### config.mk
export PLATFORM = sky130hd
export DESIGN_NAME = camera_sync_handshake
export DESIGN_NICKNAME = d
export VERILOG_FILES = /design/src/csh_pkg.sv /design/src/csh_core.sv /design/src/csh_fifo.sv /design/src/csh_serializer.sv /design/src/camera_sync_handshake.sv
export VERILOG_INCLUDE_DIRS = /design/src /design/src/src
export SDC_FILE = /design/constraint.sdc
export NUM_CORES = 1
export LEC_CHECK = 0
export BUFFER_PORTS_ARGS = -buffer_cell sky130_fd_sc_hd__buf_2
export CAP_MARGIN = 20
export CORE_ASPECT_RATIO = 1.1
export CORE_MARGIN = 10
export CORE_UTILIZATION = 45
export DETAILED_ROUTE_END_ITERATION = 12
export GPL_ROUTABILITY_DRIVEN = 0
export GPL_TIMING_DRIVEN = 0
export SLEW_MARGIN = 20
export SYNTH_ARGS = -nofsm -noshare
export SYNTH_HDL_FRONTEND = slang
export SYNTH_SLANG_ARGS = --single-unit
### constraint.sdc
create_clock -name clock -period 3.49 [get_ports clock]
set_input_delay 0.1745 -clock clock [delete_from_list [all_inputs] [get_ports clock]]
set_output_delay 0.1745 -clock clock [all_outputs]
set_load 0.02 [all_outputs]
### src/camera_sync_handshake_macros.svh
// Assertion macros shared by the camera sync handshake block.
`ifndef CAMERA_SYNC_HANDSHAKE_MACROS_SVH
`define CAMERA_SYNC_HANDSHAKE_MACROS_SVH

// Same-cycle implication, checked outside reset.
`define CSH_ASSERT_NOW(label, clk, rst, ante, cons, msg) \
   label: assert property (@(posedge clk) disable iff (rst) (ante) |-> (cons)) \
      else $error(msg);

// Next-cycle implication, checked outside reset.
`define CSH_ASSERT_NEXT(label, clk, rst, ante, cons, msg) \
   label: assert property (@(posedge clk) disable iff (rst) (ante) |=> (cons)) \
      else $error(msg);

`endif

### src/csh_pkg.sv
// Types, constants and helper functions of the camera sync handshake block.
`timescale 1ns / 1ps

package csh_pkg;

   localparam int REPLY_BYTES  = 12;
   localparam int PACKET_BYTES = 6;
   localparam int FIFO_DEPTH   = 2;

   localparam logic [7:0] MAX_ATTEMPTS_RST = 8'd254;
   localparam logic [7:0] SETTLE_TICKS_RST = 8'd5;
   localparam logic [7:0] GAP_TICKS_RST    = 8'd3;

   localparam logic [7:0] BYTE_SOF  = 8'hAA;
   localparam logic [7:0] BYTE_SYNC = 8'h0D;
   localparam logic [7:0] BYTE_ACK  = 8'h0E;
   localparam logic [7:0] BYTE_ZERO = 8'h00;

   // Commands.
   localparam logic [1:0] CMD_START = 2'd0;
   localparam logic [1:0] CMD_TICK  = 2'd1;
   localparam logic [1:0] CMD_BYTE  = 2'd2;

   // Reported status.
   localparam logic [1:0] STAT_IDLE   = 2'd0;
   localparam logic [1:0] STAT_BUSY   = 2'd1;
   localparam logic [1:0] STAT_SYNCED = 2'd2;
   localparam logic [1:0] STAT_FAILED = 2'd3;

   // Configuration register indexes.
   localparam logic [1:0] CSR_MAX_ATTEMPTS = 2'd0;
   localparam logic [1:0] CSR_SETTLE_TICKS = 2'd1;
   localparam logic [1:0] CSR_GAP_TICKS    = 2'd2;

   // Kinds of response bursts queued between the core and the serializer.
   localparam logic [1:0] KIND_SINGLE = 2'd0;
   localparam logic [1:0] KIND_SYNC   = 2'd1;
   localparam logic [1:0] KIND_ACK    = 2'd2;

   localparam int BEAT_W = $clog2(PACKET_BYTES);

   typedef struct packed {
      logic [1:0] command;
      logic [7:0] rx_byte;
   } req_type;

   typedef struct packed {
      logic       tx_valid;
      logic [7:0] tx_byte;
      logic [1:0] status;
      logic       last;
   } rsp_type;

   typedef struct packed {
      logic [1:0] kind;
      logic [7:0] data;
      logic [1:0] status;
   } desc_type;

   // Byte sent at a given beat of a sync or ack packet.
   function automatic logic [7:0] packet_byte(input logic [1:0] kind,
                                              input logic [BEAT_W-1:0] beat,
                                              input logic [7:0] data);
      logic [7:0] result;
      result = BYTE_ZERO;
      if (kind == KIND_SYNC) begin
         if (beat == BEAT_W'(0)) result = BYTE_SOF;
         else if (beat == BEAT_W'(1)) result = BYTE_SYNC;
      end else if (kind == KIND_ACK) begin
         if (beat == BEAT_W'(0)) result = BYTE_SOF;
         else if (beat == BEAT_W'(1)) result = BYTE_ACK;
         else if (beat == BEAT_W'(2)) result = BYTE_SYNC;
         else if (beat == BEAT_W'(3)) result = data;
      end
      return result;
   endfunction

endpackage

### src/csh_core.sv
// Handshake state machine: updates state per transaction and queues a burst descriptor.
`timescale 1ns / 1ps

module csh_core #(
   parameter int ReplyBytes = csh_pkg::REPLY_BYTES
) (
   input  logic               clock,
   input  logic               reset,
   input  logic               req_take,
   input  csh_pkg::req_type   req,
   input  logic               csr_we,
   input  logic [1:0]         csr_index,
   input  logic [7:0]         csr_wdata,
   output csh_pkg::desc_type  desc
);

   localparam int CntW = $clog2(ReplyBytes + 1);
   localparam logic [CntW-1:0] ReplyFull = CntW'(ReplyBytes);
   localparam logic [CntW-1:0] HeadBytes = CntW'(4);

   localparam logic [2:0] PH_IDLE    = 3'd0;
   localparam logic [2:0] PH_SETTLE  = 3'd1;
   localparam logic [2:0] PH_COLLECT = 3'd2;
   localparam logic [2:0] PH_SYNCED  = 3'd3;
   localparam logic [2:0] PH_FAILED  = 3'd4;

   logic [7:0]      max_attempts_ff, settle_ticks_ff, gap_ticks_ff;
   logic [2:0]      phase_ff, phase_in;
   logic [7:0]      attempts_ff, attempts_in;
   logic [7:0]      tick_ff, tick_in;
   logic [CntW-1:0] count_ff, count_in;
   logic [7:0]      head_ff [4];
   logic [7:0]      head_in [4];
   logic            head_we;
   logic [7:0]      tick_inc;
   logic            busy;
   logic            judge;
   logic            restart;

   always_ff @(posedge clock) begin
      if (reset) begin
         max_attempts_ff <= csh_pkg::MAX_ATTEMPTS_RST;
         settle_ticks_ff <= csh_pkg::SETTLE_TICKS_RST;
         gap_ticks_ff    <= csh_pkg::GAP_TICKS_RST;
      end else if (csr_we) begin
         if (csr_index == csh_pkg::CSR_MAX_ATTEMPTS) max_attempts_ff <= csr_wdata;
         if (csr_index == csh_pkg::CSR_SETTLE_TICKS) settle_ticks_ff <= csr_wdata;
         if (csr_index == csh_pkg::CSR_GAP_TICKS) gap_ticks_ff <= csr_wdata;
      end
   end

   assign busy     = (phase_ff == PH_SETTLE) || (phase_ff == PH_COLLECT);
   assign tick_inc = (tick_ff == 8'hFF) ? tick_ff : tick_ff + 8'd1;
   assign head_we  = req_take && busy && (req.command == csh_pkg::CMD_BYTE)
                     && (count_ff < HeadBytes);

   always_comb begin
      for (int i = 0; i < 4; i++) begin
         head_in[i] = head_ff[i];
      end
      if (head_we) head_in[count_ff[1:0]] = req.rx_byte;
   end

   always_comb begin
      phase_in    = phase_ff;
      attempts_in = attempts_ff;
      tick_in     = tick_ff;
      count_in    = count_ff;
      judge       = 1'b0;
      restart     = 1'b0;
      desc.kind   = csh_pkg::KIND_SINGLE;
      desc.data   = csh_pkg::BYTE_ZERO;
      desc.status = csh_pkg::STAT_IDLE;

      if (req.command == csh_pkg::CMD_START) begin
         attempts_in = 8'd0;
         restart     = 1'b1;
      end else if (req.command == csh_pkg::CMD_TICK && busy) begin
         tick_in = tick_inc;
         if (phase_ff == PH_SETTLE) begin
            if (tick_inc >= settle_ticks_ff) begin
               phase_in = PH_COLLECT;
               tick_in  = 8'd0;
               judge    = (count_ff >= ReplyFull);
            end
         end else begin
            judge = (tick_inc >= gap_ticks_ff);
         end
      end else if (req.command == csh_pkg::CMD_BYTE && busy) begin
         if (count_ff < ReplyFull) count_in = count_ff + CntW'(1);
         if (phase_ff == PH_COLLECT) begin
            tick_in = 8'd0;
            judge   = (count_in >= ReplyFull);
         end
      end

      if (judge) begin
         if (count_in == ReplyFull && head_in[0] == csh_pkg::BYTE_SOF
             && head_in[1] == csh_pkg::BYTE_ACK && head_in[2] == csh_pkg::BYTE_SYNC) begin
            phase_in = PH_SYNCED;
            desc.kind = csh_pkg::KIND_ACK;
            desc.data = head_in[3];
         end else if (attempts_ff >= max_attempts_ff) begin
            phase_in = PH_FAILED;
         end else begin
            restart = 1'b1;
         end
      end

      if (restart) begin
         // A start command clears the attempt count before this attempt is counted.
         if (attempts_in != 8'hFF) attempts_in = attempts_in + 8'd1;
         count_in  = '0;
         tick_in   = 8'd0;
         phase_in  = (settle_ticks_ff == 8'd0) ? PH_COLLECT : PH_SETTLE;
         desc.kind = csh_pkg::KIND_SYNC;
      end

      unique case (phase_in)
         PH_SETTLE, PH_COLLECT: desc.status = csh_pkg::STAT_BUSY;
         PH_SYNCED:             desc.status = csh_pkg::STAT_SYNCED;
         PH_FAILED:             desc.status = csh_pkg::STAT_FAILED;
         default:               desc.status = csh_pkg::STAT_IDLE;
      endcase
   end

   always_ff @(posedge clock) begin
      if (reset) begin
         phase_ff    <= PH_IDLE;
         attempts_ff <= 8'd0;
         tick_ff     <= 8'd0;
         count_ff    <= '0;
      end else if (req_take) begin
         phase_ff    <= phase_in;
         attempts_ff <= attempts_in;
         tick_ff     <= tick_in;
         count_ff    <= count_in;
      end
   end

   always_ff @(posedge clock) begin
      if (head_we) head_ff[count_ff[1:0]] <= req.rx_byte;
   end

endmodule

### src/csh_fifo.sv
// Small descriptor queue between the state machine and the response serializer.
`timescale 1ns / 1ps

module csh_fifo (
   input  logic              clock,
   input  logic              reset,
   input  logic              push,
   input  csh_pkg::desc_type push_data,
   input  logic              pop,
   output logic              full,
   output logic              avail,
   output csh_pkg::desc_type pop_data
);

   localparam int Depth = csh_pkg::FIFO_DEPTH;
   localparam int PtrW  = $clog2(Depth);
   localparam int CntW  = $clog2(Depth + 1);

   csh_pkg::desc_type mem_ff [Depth];
   logic [PtrW-1:0]   wr_ptr_ff, rd_ptr_ff;
   logic [CntW-1:0]   count_ff, count_in;
   logic              do_push, do_pop;

   assign full     = (count_ff == CntW'(Depth));
   assign avail    = (count_ff != '0);
   assign do_push  = push && !full;
   assign do_pop   = pop && avail;
   assign pop_data = mem_ff[rd_ptr_ff];

   always_comb begin
      count_in = count_ff;
      if (do_push && !do_pop) count_in = count_ff + CntW'(1);
      else if (do_pop && !do_push) count_in = count_ff - CntW'(1);
   end

   always_ff @(posedge clock) begin
      if (reset) begin
         wr_ptr_ff <= '0;
         rd_ptr_ff <= '0;
         count_ff  <= '0;
      end else begin
         if (do_push) wr_ptr_ff <= wr_ptr_ff + PtrW'(1);
         if (do_pop) rd_ptr_ff <= rd_ptr_ff + PtrW'(1);
         count_ff <= count_in;
      end
   end

   always_ff @(posedge clock) begin
      if (do_push) mem_ff[wr_ptr_ff] <= push_data;
   end

endmodule

### src/csh_serializer.sv
// Expands each queued descriptor into one or six response transactions.
`timescale 1ns / 1ps

module csh_serializer (
   input  logic              clock,
   input  logic              reset,
   input  logic              desc_avail,
   input  csh_pkg::desc_type desc,
   output logic              desc_pop,
   output logic              rsp_valid,
   input  logic              rsp_stall,
   output csh_pkg::rsp_type  rsp_data
);

   localparam int BeatW = csh_pkg::BEAT_W;
   localparam logic [BeatW-1:0] LastBeat = BeatW'(csh_pkg::PACKET_BYTES - 1);

   csh_pkg::desc_type cur_ff;
   logic [BeatW-1:0]  beat_ff;
   logic              busy_ff;
   logic              is_last;
   logic              sent;
   logic              load;

   assign is_last  = (cur_ff.kind == csh_pkg::KIND_SINGLE) || (beat_ff == LastBeat);
   assign sent     = busy_ff && !rsp_stall;
   assign load     = !busy_ff || (sent && is_last);
   assign desc_pop = load && desc_avail;

   assign rsp_valid         = busy_ff;
   assign rsp_data.tx_valid = (cur_ff.kind != csh_pkg::KIND_SINGLE);
   assign rsp_data.tx_byte  = csh_pkg::packet_byte(cur_ff.kind, beat_ff, cur_ff.data);
   assign rsp_data.status   = cur_ff.status;
   assign rsp_data.last     = is_last;

   always_ff @(posedge clock) begin
      if (reset) begin
         busy_ff <= 1'b0;
         beat_ff <= '0;
      end else if (load) begin
         busy_ff <= desc_avail;
         beat_ff <= '0;
      end else if (sent) begin
         beat_ff <= beat_ff + BeatW'(1);
      end
   end

   always_ff @(posedge clock) begin
      if (desc_pop) cur_ff <= desc;
   end

endmodule

### src/camera_sync_handshake.sv
// Top level of the serial camera sync and acknowledge handshake.
//
//   channel  direction  handshake             carries
//   req      in         req_valid/req_stall   command, rx_byte
//   rsp      out        rsp_valid/rsp_stall   tx_valid, tx_byte, status, last
//   csr      in         csr_we                max_attempts, settle_ticks, gap_ticks
//
// When a transaction is taken, the state machine settles its state at the clock edge that
// takes it and queues a descriptor in a two-entry queue. The serializer sends one response per
// cycle while rsp_stall is low: six for a sync or ack packet, otherwise one, so the response
// port limits the sustained request rate. req_stall is high only while the queue is full.
// Reset is synchronous and returns the state and configuration registers to defaults.
`timescale 1ns / 1ps
`include "camera_sync_handshake_macros.svh"

module camera_sync_handshake #(
   parameter int ReplyBytes = csh_pkg::REPLY_BYTES
) (
   input  logic             clock,
   input  logic             reset,
   input  logic             req_valid,
   output logic             req_stall,
   input  csh_pkg::req_type req_data,
   output logic             rsp_valid,
   input  logic             rsp_stall,
   output csh_pkg::rsp_type rsp_data,
   input  logic             csr_we,
   input  logic [1:0]       csr_index,
   input  logic [7:0]       csr_wdata
);

   logic              req_take;
   logic              fifo_full;
   logic              desc_avail;
   logic              desc_pop;
   csh_pkg::desc_type new_desc;
   csh_pkg::desc_type head_desc;
   logic              tx_out;
   logic              single_out;
   logic              tx_status_ok;

   assign req_stall = fifo_full;
   assign req_take  = req_valid && !fifo_full;

   csh_core #(
      .ReplyBytes(ReplyBytes)
   ) u_core (
      .clock    (clock),
      .reset    (reset),
      .req_take (req_take),
      .req      (req_data),
      .csr_we   (csr_we),
      .csr_index(csr_index),
      .csr_wdata(csr_wdata),
      .desc     (new_desc)
   );

   csh_fifo u_fifo (
      .clock    (clock),
      .reset    (reset),
      .push     (req_take),
      .push_data(new_desc),
      .pop      (desc_pop),
      .full     (fifo_full),
      .avail    (desc_avail),
      .pop_data (head_desc)
   );

   csh_serializer u_ser (
      .clock     (clock),
      .reset     (reset),
      .desc_avail(desc_avail),
      .desc      (head_desc),
      .desc_pop  (desc_pop),
      .rsp_valid (rsp_valid),
      .rsp_stall (rsp_stall),
      .rsp_data  (rsp_data)
   );

   assign tx_out       = rsp_valid && rsp_data.tx_valid;
   assign single_out   = rsp_valid && !rsp_data.tx_valid;
   assign tx_status_ok = (rsp_data.status == csh_pkg::STAT_BUSY)
                         || (rsp_data.status == csh_pkg::STAT_SYNCED);

   // An accepted request is either queued or already being sent on the next cycle.
   `CSH_ASSERT_NEXT(a_req_not_lost, clock, reset, req_take, rsp_valid || desc_avail, "req lost")

   // Packet bytes only ever go out while busy or synced.
   `CSH_ASSERT_NOW(a_tx_status, clock, reset, tx_out, tx_status_ok, "bad tx status")

   // A response without a byte is always a whole burst by itself.
   `CSH_ASSERT_NOW(a_single_last, clock, reset, single_out, rsp_data.last, "single not last")

endmodule
==> flow_summary.json, run 1 <==
{
  "clk_path_buf_depth": 2,
  "clk_latency_ns": 0.41,
  "grt_pass1_wl_um": 22200,
  "drc_errors": 0,
  "p_seq_frac": 0.420,
  "finalPower_w": 0.00425,
  "track_usage": 0.145,
  "root_buffer": "clkbuf_16",
  "synthTopCellsByArea": "edfxtp_1, dfxtp_1, ha_1",
  "yosys.area.top_type": "edfxtp_1",
  "cap_viol_max_count": 0,
  "grt_pass1_vias": 4622,
  "via_count": 4632,
  "hold_path_class": "input pin to flop",
  "layout.nets": 724,
  "vias_per_cell": 5.39,
  "numPortBuffers": 38,
  "slowest_stage": "o31ai_4",
  "die_w_um": 132,
  "utilization": 0.561,
  "synth.ff_latch_count": 123,
  "synth_edf_count": 68,
  "swShare": 0.266,
  "ir_worst_vdd_v": 0.000304,
  "synth_cells": 586,
  "postRouteAntennaNets": 0,
  "setup.worst_path.start": "u_core.tick_ff[3]$_SDFFE_PP0P_",
  "start_util": 0.463,
  "power.leakage_nw": 3.08,
  "stdcell_count": 860,
  "finalClockSkew_ns": 0.00930,
  "fillers": 1164,
  "yosys.area.top_type_share": 0.331,
  "drt_pass1_iterations": 4,
  "die_h_um": 143,
  "cts_sinks": 123,
  "criticalPathCategory": "flop to flop",
  "setup_slack_ns": -0.0104,
  "p_clk_frac": 0.411,
  "violations": "negative setup slack",
  "power_density_nw_per_um2": 569,
  "wire_per_inst_um": 16.0,
  "rsz0062_at_grt": "true",
  "endpoint_kind": "flop",
  "ys_async_sr_fraction": 0,
  "multi_input_area_sq_um": 2890,
  "slew_viol_final": 0,
  "cts_tree": "built",
  "final-hold-violation-count": 0,
  "drt_iter0_markers": 252,
  "synth.distinct_cells": 67,
  "synth_area_sq_um": 6170,
  "relSlewSlack": 0.337,
  "ios": 39,
  "status": "finished with violations",
  "syn-num-nets": 647,
  "drive_above_1_share": 0.213,
  "cts_max_level": 4,
  "overflow": 0,
  "internal-power_w": 0.00312,
  "p_comb_frac": 0.169,
  "ys_seq_area_frac": 0.510,
  "hpwl_um": 9870,
  "grt_max_degree": 17,
  "synth_flop_cell": "edfxtp_1",
  "numCtsBuffers": 17,
  "syn_avg_cell_area_sq_um": 10.5,
  "critPathMaxStageDelay_ns": 0.41,
  "worst-path-buf-inv": 2,
  "hold_start": "csr_wdata[6]",
  "cp_cell_sequence": "nand4_1 > nor2_4 > nand2_4 > nand2b_4 > nor2_4 > xor2_2 > ha_1 > nand4_1 > o31a_1 > o21a_1 > or2_1 > buf_6 > o31ai_4 > buf_6 > nand3_2 > a32o_1",
  "rows": 44,
  "worstReg2RegStart": "u_core.tick_ff[3]$_SDFFE_PP0P_",
  "antenna_found_initial": 0,
  "synth_common_cells": "edfxtp_1, nor2_1, dfxtp_1, nand2_1, inv_1",
  "crit_required_ns": 3.79,
  "diodes": 0,
  "regArea_sq_um": 3160,
  "p_switching_w": 0.00113,
  "fin_crit_ns": 3.50,
  "cpLargestDelayFamily": "compound AO/OA/AOI/OAI gates",
  "worstMarginPinSlew_ns": 0.990,
  "finalCritPeriodShare": 1.00,
  "dieArea_sq_um": 18800,
  "ys_warn_count": 0,
  "synthToLayoutAreaGrowth_pct": 21.1,
  "dp_cells": 808,
  "crit_fanout": 6,
  "clk_pin_slew_ns": 0.05,
  "setup_violations": 2,
  "critPathLaunchType": "flop",
  "post-synth-top-count-cell": "edfxtp_1",
  "fmax_mhz": 286,
  "ctsHoldBuffers": 0,
  "critPathArrivalTime_ns": 3.80,
  "core_sq_um": 13300,
  "drt-total-wl_um": 13700
}
-- metal layers --
layer / GRT usage / share of wire
met4: 0.0703 / 0.022
met2: 0.242 / 0.49
met1: 0.175 / 0.46
met5: 0 / 0
met3: 0.0340 / 0.033
-- layout make-up --
type                       instances  area share
timing repair buffer              58      0.0466
buffer                            20      0.0136
inverter                          38      0.0191
tap                              184      0.0308
sequential                       123       0.423
clock inverter                    12      0.0198
multi-input combinational        405       0.387
clock buffer                      20      0.0598
-- placed cells by master, fill, tap and decap left out, types with 4 or more instances in the layout --
master     instances
nor3_1             9
o21a_1             4
clkbuf_16         17
buf_4             21
mux2_2            13
nor2_1            65
buf_2             38
nor4_1             7
a21oi_1           21
a22o_1             7
clkinv_2           4
dfxtp_1           49
and2_1             4
edfxtp_1          68
clkbuf_1          16
buf_6              4
o21ai_0           22
o211ai_1          12
nand3_1           14
mux2i_1           24
nand3b_1           6
a21o_1             8
ha_1              35
nand4_1            6
inv_1             37
nand2_1           50
dfxtp_4            5
nand2b_1           7
and3_1             6
a31oi_1            5
-- kinds of logic after synthesis --
| logic type | after synthesis | share of synthesized area |
|---|---|---|
| DFF | 123 | 0.510 |
| AOI/OAI and AO/OA | 113 | 0.128 |
| and+or+nand+nor | 210 | 0.173 |
| adders and majority gates | 36 | 0.0730 |
| muxes | 37 | 0.0627 |
| buffers and inverters | 58 | 0.0396 |
| xor gates and xnor gates | 9 | 0.0140 |
-- worst paths after layout --
| kind | end | slack [ns] | depth (start not counted) |
|---|---|---|---|
| hold / removal | u_core.max_attempts_ff[6]$_SDFFE_PP1P_ | 0.03 | 3 |
| setup reg to reg | u_core.phase_ff[0]$_SDFFE_PP0P_ | -0.01 | 16 |
| setup / recovery | u_core.phase_ff[0]$_SDFFE_PP0P_ | -0.01 | 16 |
| hold reg to reg | u_core.gap_ticks_ff[7]$_SDFFE_PP0P_ | 0.49 | 2 |
-- flip-flops by register name, indices dropped and copies added (netlist names) --
signal                  count
u_core.count_ff             4
u_core.head_ff             32
u_fifo.rd_ptr_ff            1
u_core.tick_ff              8
u_ser.rsp_data              2
u_fifo.mem_ff              24
u_ser.beat_ff               3
u_fifo.wr_ptr_ff            1
u_core.max_attempts_ff      8
u_core.phase_ff             3
u_ser.cur_ff               10
u_core.settle_ticks_ff      8
u_core.gap_ticks_ff         8
u_fifo.count_ff             2
u_ser.rsp_valid             1
u_core.attempts_ff          8
-- through the flow --
stage	cell area [sq um]	worst slack (ns)	TNS, ns	hold WS, ns
2_1_floorplan	6170	0.0802	0	0.264
3_3_place_gp	6590	-0.443	-6.61	0.441
3_5_place_dp	6590	-0.496	-8.01	0.446
4_1_cts	7320	-0.00942	-0.00942	0.0109
5_1_grt	7470	-0.152	-2.23	0.0361
6_report	7470	-0.0104	-0.0132	0.0307
-- power groups by stage --
stage | Combinational [W] | Sequential, W | Clock, W
floorplan | 0.000502 | 0.00180 | 0
finish | 0.000720 | 0.00178 | 0.00175
detailed placement | 0.000706 | 0.00182 | 0
global placement | 0.000695 | 0.00181 | 0
global route | 0.000798 | 0.00180 | 0.00186
CTS | 0.000721 | 0.00179 | 0.00178
-- worst register-to-register path: stages, from the launching register on --
cell and delay (ns):
dfxtp_4 0.37, nand4_1 0.18, nor2_4 0.18, nand2_4 0.10
nand2b_4 0.12, nor2_4 0.04, xor2_2 0.16, ha_1 0.31
nand4_1 0.11, o31a_1 0.35, o21a_1 0.22, or2_1 0.23
buf_6 0.14, o31ai_4 0.41, buf_6 0.20, nand3_2 0.08
a32o_1 0.22
-- what timing repair did --
item	4_1_cts	5_1_grt
pin swaps	10	15
setup endpoints to repair	28	43
gates resized for setup	16	26
buffers inserted	11	9
cloned	0	0
Power figures use the tool's default switching activity.
==> run 2, diff against run 1 <==
ABC_AREA = 1   (was unset)
==> flow_summary.json, run 2 <==
{
  "synth_edf_count": 68,
  "crit_required_ns": 3.66,
  "cpLargestDelayFamily": "simple AND/OR/NAND/NOR gates",
  "ios": 39,
  "cap_viol_max_count": 0,
  "core_sq_um": 15000,
  "ys_seq_area_frac": 0.458,
  "p_comb_frac": 0.242,
  "finalPower_w": 0.00476,
  "p_seq_frac": 0.393,
  "vias_per_cell": 4.98,
  "start_util": 0.458,
  "overflow": 0,
  "slew_viol_final": 0,
  "die_w_um": 138,
  "synth.distinct_cells": 43,
  "grt_pass1_vias": 5287,
  "syn-num-nets": 920,
  "finalCritPeriodShare": 0.948,
  "synth_cells": 859,
  "crit_fanout": 10,
  "hpwl_um": 11200,
  "swShare": 0.326,
  "numCtsBuffers": 17,
  "fmax_mhz": 302,
  "setup_violations": 0,
  "synth_common_cells": "nand2_1, inv_1, nor2_1, edfxtp_1, dfxtp_1",
  "postRouteAntennaNets": 0,
  "ys_async_sr_fraction": 0,
  "cts_tree": "built",
  "power_density_nw_per_um2": 594,
  "fin_crit_ns": 3.31,
  "yosys.area.top_type_share": 0.298,
  "drive_above_1_share": 0.134,
  "cts_max_level": 4,
  "via_count": 5640,
  "synth_area_sq_um": 6860,
  "hold_path_class": "input pin to flop",
  "largest_reg_flops": 32,
  "grt_max_degree": 17,
  "critPathArrivalTime_ns": 3.48,
  "drt-total-wl_um": 15400,
  "internal-power_w": 0.00321,
  "synthToLayoutAreaGrowth_pct": 16.9,
  "endpoint_kind": "flop",
  "clk_pin_slew_ns": 0.06,
  "criticalPathCategory": "flop to flop",
  "critPathLaunchType": "flop",
  "p_switching_w": 0.00155,
  "cp_common_cell": "nand2_1",
  "syn_avg_cell_area_sq_um": 7.99,
  "reg2reg_slack_ns": 0.18,
  "clk_path_buf_depth": 2,
  "yosys.area.top_type": "edfxtp_1",
  "root_buffer": "clkbuf_16",
  "antenna_found_initial": 0,
  "wire_per_inst_um": 13.6,
  "finalClockSkew_ns": 0.00953,
  "final-hold-violation-count": 0,
  "slowest_stage": "dfxtp_2",
  "status": "complete, no violations",
  "layout.nets": 985,
  "die_h_um": 150,
  "worst-path-buf-inv": 2,
  "drt_pass1_iterations": 4,
  "drt_iter0_markers": 370,
  "cp_cell_sequence": "nand2_2 > nor4_4 > nand3_1 > xor2_1 > nand2_1 > ha_1 > nand2_1 > nor2_2 > nand4_1 > nand3_1 > nand2_1 > nand2_1 > nand3_1 > nand2_2 > nand3_4 > nand2_4 > inv_4 > buf_6 > nand3_4 > nand3b_4 > nand2_1",
  "track_usage": 0.153,
  "diodes": 0,
  "synthTopCellsByArea": "edfxtp_1, dfxtp_1, nand2_1",
  "grt_pass1_wl_um": 25200,
  "critPathMaxStageDelay_ns": 0.38,
  "post-synth-top-count-cell": "nand2_1",
  "dp_cells": 1092,
  "worstMarginPinSlew_ns": 1.05,
  "ys_warn_count": 0,
  "synth_flop_cell": "edfxtp_1",
  "final_common_cell": "nand2_1",
  "drc_errors": 0,
  "power.leakage_nw": 3.49,
  "cts_sinks": 123,
  "stdcell_count": 1133,
  "p_clk_frac": 0.365,
  "final_cell_mix": "nand2_1, inv_1, nor2_1",
  "rows": 47,
  "numPortBuffers": 37,
  "ir_worst_vdd_v": 0.000338,
  "synth.ff_latch_count": 123,
  "relSlewSlack": 0.297,
  "dieArea_sq_um": 20600,
  "clk_latency_ns": 0.42
}
[run 2: tightest hold or removal path, stage by stage]
cell and delay, ns:
buf_2 0.11, nand2_1 0.06, o211ai_1 0.07
[run 2: power groups by stage]
| stage | logic, W | clock network (W) | registers (W) |
|---|---|---|---|
| 4_1_cts | 0.00115 | 0.00177 | 0.00187 |
| 3_3_place_gp | 0.00113 | 0 | 0.00189 |
| 2_1_floorplan | 0.000840 | 0 | 0.00187 |
| 5_1_grt | 0.00131 | 0.00185 | 0.00189 |
| 3_5_place_dp | 0.00114 | 0 | 0.00189 |
| 6_report | 0.00115 | 0.00174 | 0.00187 |
[run 2: final cells by class]
cell class / count / area (sq um)
Fill cell: 1433 / 6980
Multi-Input combinational cell: 588 / 3180
Sequential cell: 123 / 3150
Inverter: 120 / 453
Clock buffer: 17 / 425
Timing Repair Buffer: 45 / 253
Tap cell: 196 / 245
Clock inverter: 15 / 160
Buffer: 29 / 154
[run 2: timing repair]
action	CTS	global route
hold endpoints to repair	4	0
gates resized for setup	5	12
buffers inserted	0	5
pin swaps	1	4
endpoints found under the setup margin	45	45
hold buffers	3	0
cloned	0	1
[run 2: through the flow]
step | hold WS (ns) | utilization | setup slack [ns] | setup TNS, ns | cell area [sq um]
floorplan | 0.273 | - | 0.424 | 0 | 6860
global placement | 0.431 | 0.486 | -0.271 | -4.25 | 7290
detailed placement | 0.428 | 0.486 | -0.277 | -4.29 | 7290
CTS | 0.0199 | 0.529 | 0.0215 | 0 | 7930
global route | 0.0479 | 0.535 | -0.0440 | -0.0883 | 8020
finish | 0.0313 | 0.535 | 0.182 | 0 | 8020
[run 2: metal layers]
layer  GRT usage  wire [um]  vias up
met5           0          0        -
met4      0.0522        229        0
met3      0.0352        580       25
met2       0.241       7200       82
met1       0.201       7440     2544
li1            -          -     2989
[run 2: cells by family after synthesis]
kind of cell | count (synthesis) | share of synthesized area
AO/OA/AOI/OAI | 136 | 0.109
XOR/XNOR | 7 | 0.00893
buffers and inverters | 149 | 0.0881
flip-flops | 123 | 0.458
adder cells (fa/ha/maj) | 36 | 0.0656
AND/OR/NAND/NOR | 408 | 0.271
[run 2: path summary, 6_finish.rpt]
kind                                                     startpoint                                endpoint  cells after the start
worst max-delay path                 u_core.tick_ff[3]$_SDFFE_PP0P_           u_fifo.mem_ff[1][0]$_DFFE_PP_                     21
worst min-delay path                                   csr_wdata[6]  u_core.max_attempts_ff[6]$_SDFFE_PP1P_                      3
worst max register to register       u_core.tick_ff[3]$_SDFFE_PP0P_           u_fifo.mem_ff[1][0]$_DFFE_PP_                     21
worst min register to register  u_core.gap_ticks_ff[3]$_SDFFE_PP0P_     u_core.gap_ticks_ff[3]$_SDFFE_PP0P_                      2
==> run 3, diff against run 2 <==
CORE_MARGIN = 1   (was 10)
SLEW_MARGIN = unset   (was 20)
==> flow_summary.json, run 3 (synthesis gave the netlist of run 2 again) <==
{
  "status": "complete, no violations",
  "layout.nets": 985,
  "overflow": 0,
  "antenna_found_initial": 0,
  "drc_errors": 0,
  "finalClockSkew_ns": 0.00991,
  "ir_worst_vdd_v": 0.000285,
  "via_count": 5620,
  "numPortBuffers": 37,
  "crit_required_ns": 3.66,
  "cap_viol_max_count": 0,
  "ios": 39,
  "slew_viol_final": 0,
  "die_w_um": 120,
  "final.setup.tns_ns": 0,
  "critPathLaunchType": "flop",
  "drt_iter0_markers": 261,
  "diodes": 0,
  "grt_max_degree": 17,
  "min_path_cells": 3,
  "postRouteAntennaNets": 0,
  "root_buffer": "clkbuf_16",
  "utilization": 0.544,
  "clk_path_buf_depth": 2,
  "worstReg2RegStart": "u_core.tick_ff[0]$_SDFFE_PP0P_",
  "drt-total-wl_um": 15100,
  "drive_above_1_share": 0.127,
  "reg2reg_slack_ns": 0.18,
  "min_to": "u_core.gap_ticks_ff[1]$_SDFFE_PP1P_",
  "grt_pass1_vias": 5188,
  "cts_sinks": 123,
  "die_h_um": 132,
  "finalCritPeriodShare": 0.949,
  "fmax_mhz": 302,
  "vias_per_cell": 4.98,
  "design_area_sq_um": 7980,
  "relSlewSlack": 0.313,
  "start_util": 0.468,
  "hold_path_class": "input pin to flop",
  "clk_pin_slew_ns": 0.05,
  "cts_tree": "built",
  "final_common_cell": "nand2_1",
  "clk_latency_ns": 0.42,
  "crit_fanout": 10,
  "core_sq_um": 14700,
  "r2r_cells": 22,
  "final_cell_mix": "nand2_1, inv_1, nor2_1",
  "power.leakage_nw": 3.48,
  "numCtsBuffers": 17,
  "endpoint_kind": "flop",
  "cts_max_level": 4,
  "grt_pass1_wl_um": 24900,
  "place_area_sq_um": 7290,
  "synthToLayoutAreaGrowth_pct": 16.3,
  "r2r-end": "u_fifo.mem_ff[0][1]$_DFFE_PP_",
  "power_density_nw_per_um2": 594,
  "critPathArrivalTime_ns": 3.48,
  "hold_ws_ns": 0.0320,
  "fin_crit_ns": 3.31,
  "rows": 46,
  "final-hold-violation-count": 0,
  "drt_pass1_iterations": 5,
  "dieArea_sq_um": 15700,
  "track_usage": 0.201,
  "setup_violations": 0,
  "wire_per_inst_um": 13.4,
  "finalPower_w": 0.00474,
  "hpwl_um": 11000,
  "criticalPathCategory": "flop to flop",
  "hold_start": "csr_wdata[1]",
  "largest_reg_flops": 32,
  "worstMarginPinSlew_ns": 1.03
}
[run 3: per-stage QoR]
| step | instances | setup WS, ns |
|---|---|---|
| after floorplan | 859 | 0.424 |
| after global placement | 1088 | -0.291 |
| after detailed placement | 1088 | -0.236 |
| after CTS | 1121 | 0.0556 |
| after global routing | 1129 | -0.0381 |
| final | 1129 | 0.179 |
[run 3: worst max path at each step]
stage | slack (ns) | depth (start not counted) | from | endpoint
after global placement | -0.29 | 23 | u_core.tick_ff[0]$_SDFFE_PP0P_ | u_fifo.mem_ff[1][0]$_DFFE_PP_
after detailed placement | -0.24 | 23 | u_core.tick_ff[0]$_SDFFE_PP0P_ | u_fifo.mem_ff[0][0]$_DFFE_PP_
after floorplan | 0.42 | 23 | u_core.tick_ff[0]$_SDFFE_PP0P_ | u_fifo.mem_ff[0][0]$_DFFE_PP_
final | 0.18 | 22 | u_core.tick_ff[0]$_SDFFE_PP0P_ | u_fifo.mem_ff[0][1]$_DFFE_PP_
after CTS | 0.06 | 22 | u_core.tick_ff[0]$_SDFFE_PP0P_ | u_fifo.mem_ff[1][1]$_DFFE_PP_
after global routing | -0.04 | 22 | u_core.tick_ff[2]$_SDFFE_PP0P_ | u_fifo.mem_ff[0][0]$_DFFE_PP_
[run 3: area by class of cell]
class	instances	area [sq um]
fillers	1390	6690
multi-input cells	588	3170
flip-flops and latches	123	3140
inverters	120	453
clock buffers	22	444
repair buffers	45	248
well taps	192	240
plain buffers	29	154
clock inverters	10	125
[run 3: worst max-delay path: stages (launching register included)]
cell and delay, ns:
dfxtp_1 0.36, ha_2 0.22, nand3_1 0.12, nor2_4 0.17, nand3_4 0.12, nand4_1 0.11, xnor2_1 0.14, ha_1 0.31
nand2_1 0.05, nor2_1 0.12, nand4_1 0.09, nand3_1 0.14, nand2_1 0.07, nand2_1 0.05, nand3_1 0.09, nand2_2 0.16
nand3_4 0.12, nand2_4 0.12, inv_4 0.06, buf_6 0.15, nand3_4 0.08, nand3b_4 0.13, nand2_1 0.06
[run 3: routing by layer]
metal	part of all wire	track usage	routed length, um
met5	0	0	0
met4	0.012	0.0688	182
met2	0.46	0.314	6890
met3	0.036	0.0477	542
met1	0.50	0.271	7480
[run 3: repair_timing]
item,in CTS,in global routing
buffers inserted,0,5
endpoints found under the setup margin,43,45
hold endpoints to repair,1,0
pin swaps,1,4
hold buffers,1,0
gates resized for setup,4,11
gates cloned,0,1
[run 3: power breakdown]
| part | switching (W) | internal, W | leakage [nW] |
|---|---|---|---|
| clock | 0.000604 | 0.00111 | 0.277 |
| sequential | 0.0000924 | 0.00177 | 1.08 |
| combinational | 0.000777 | 0.000386 | 2.12 |
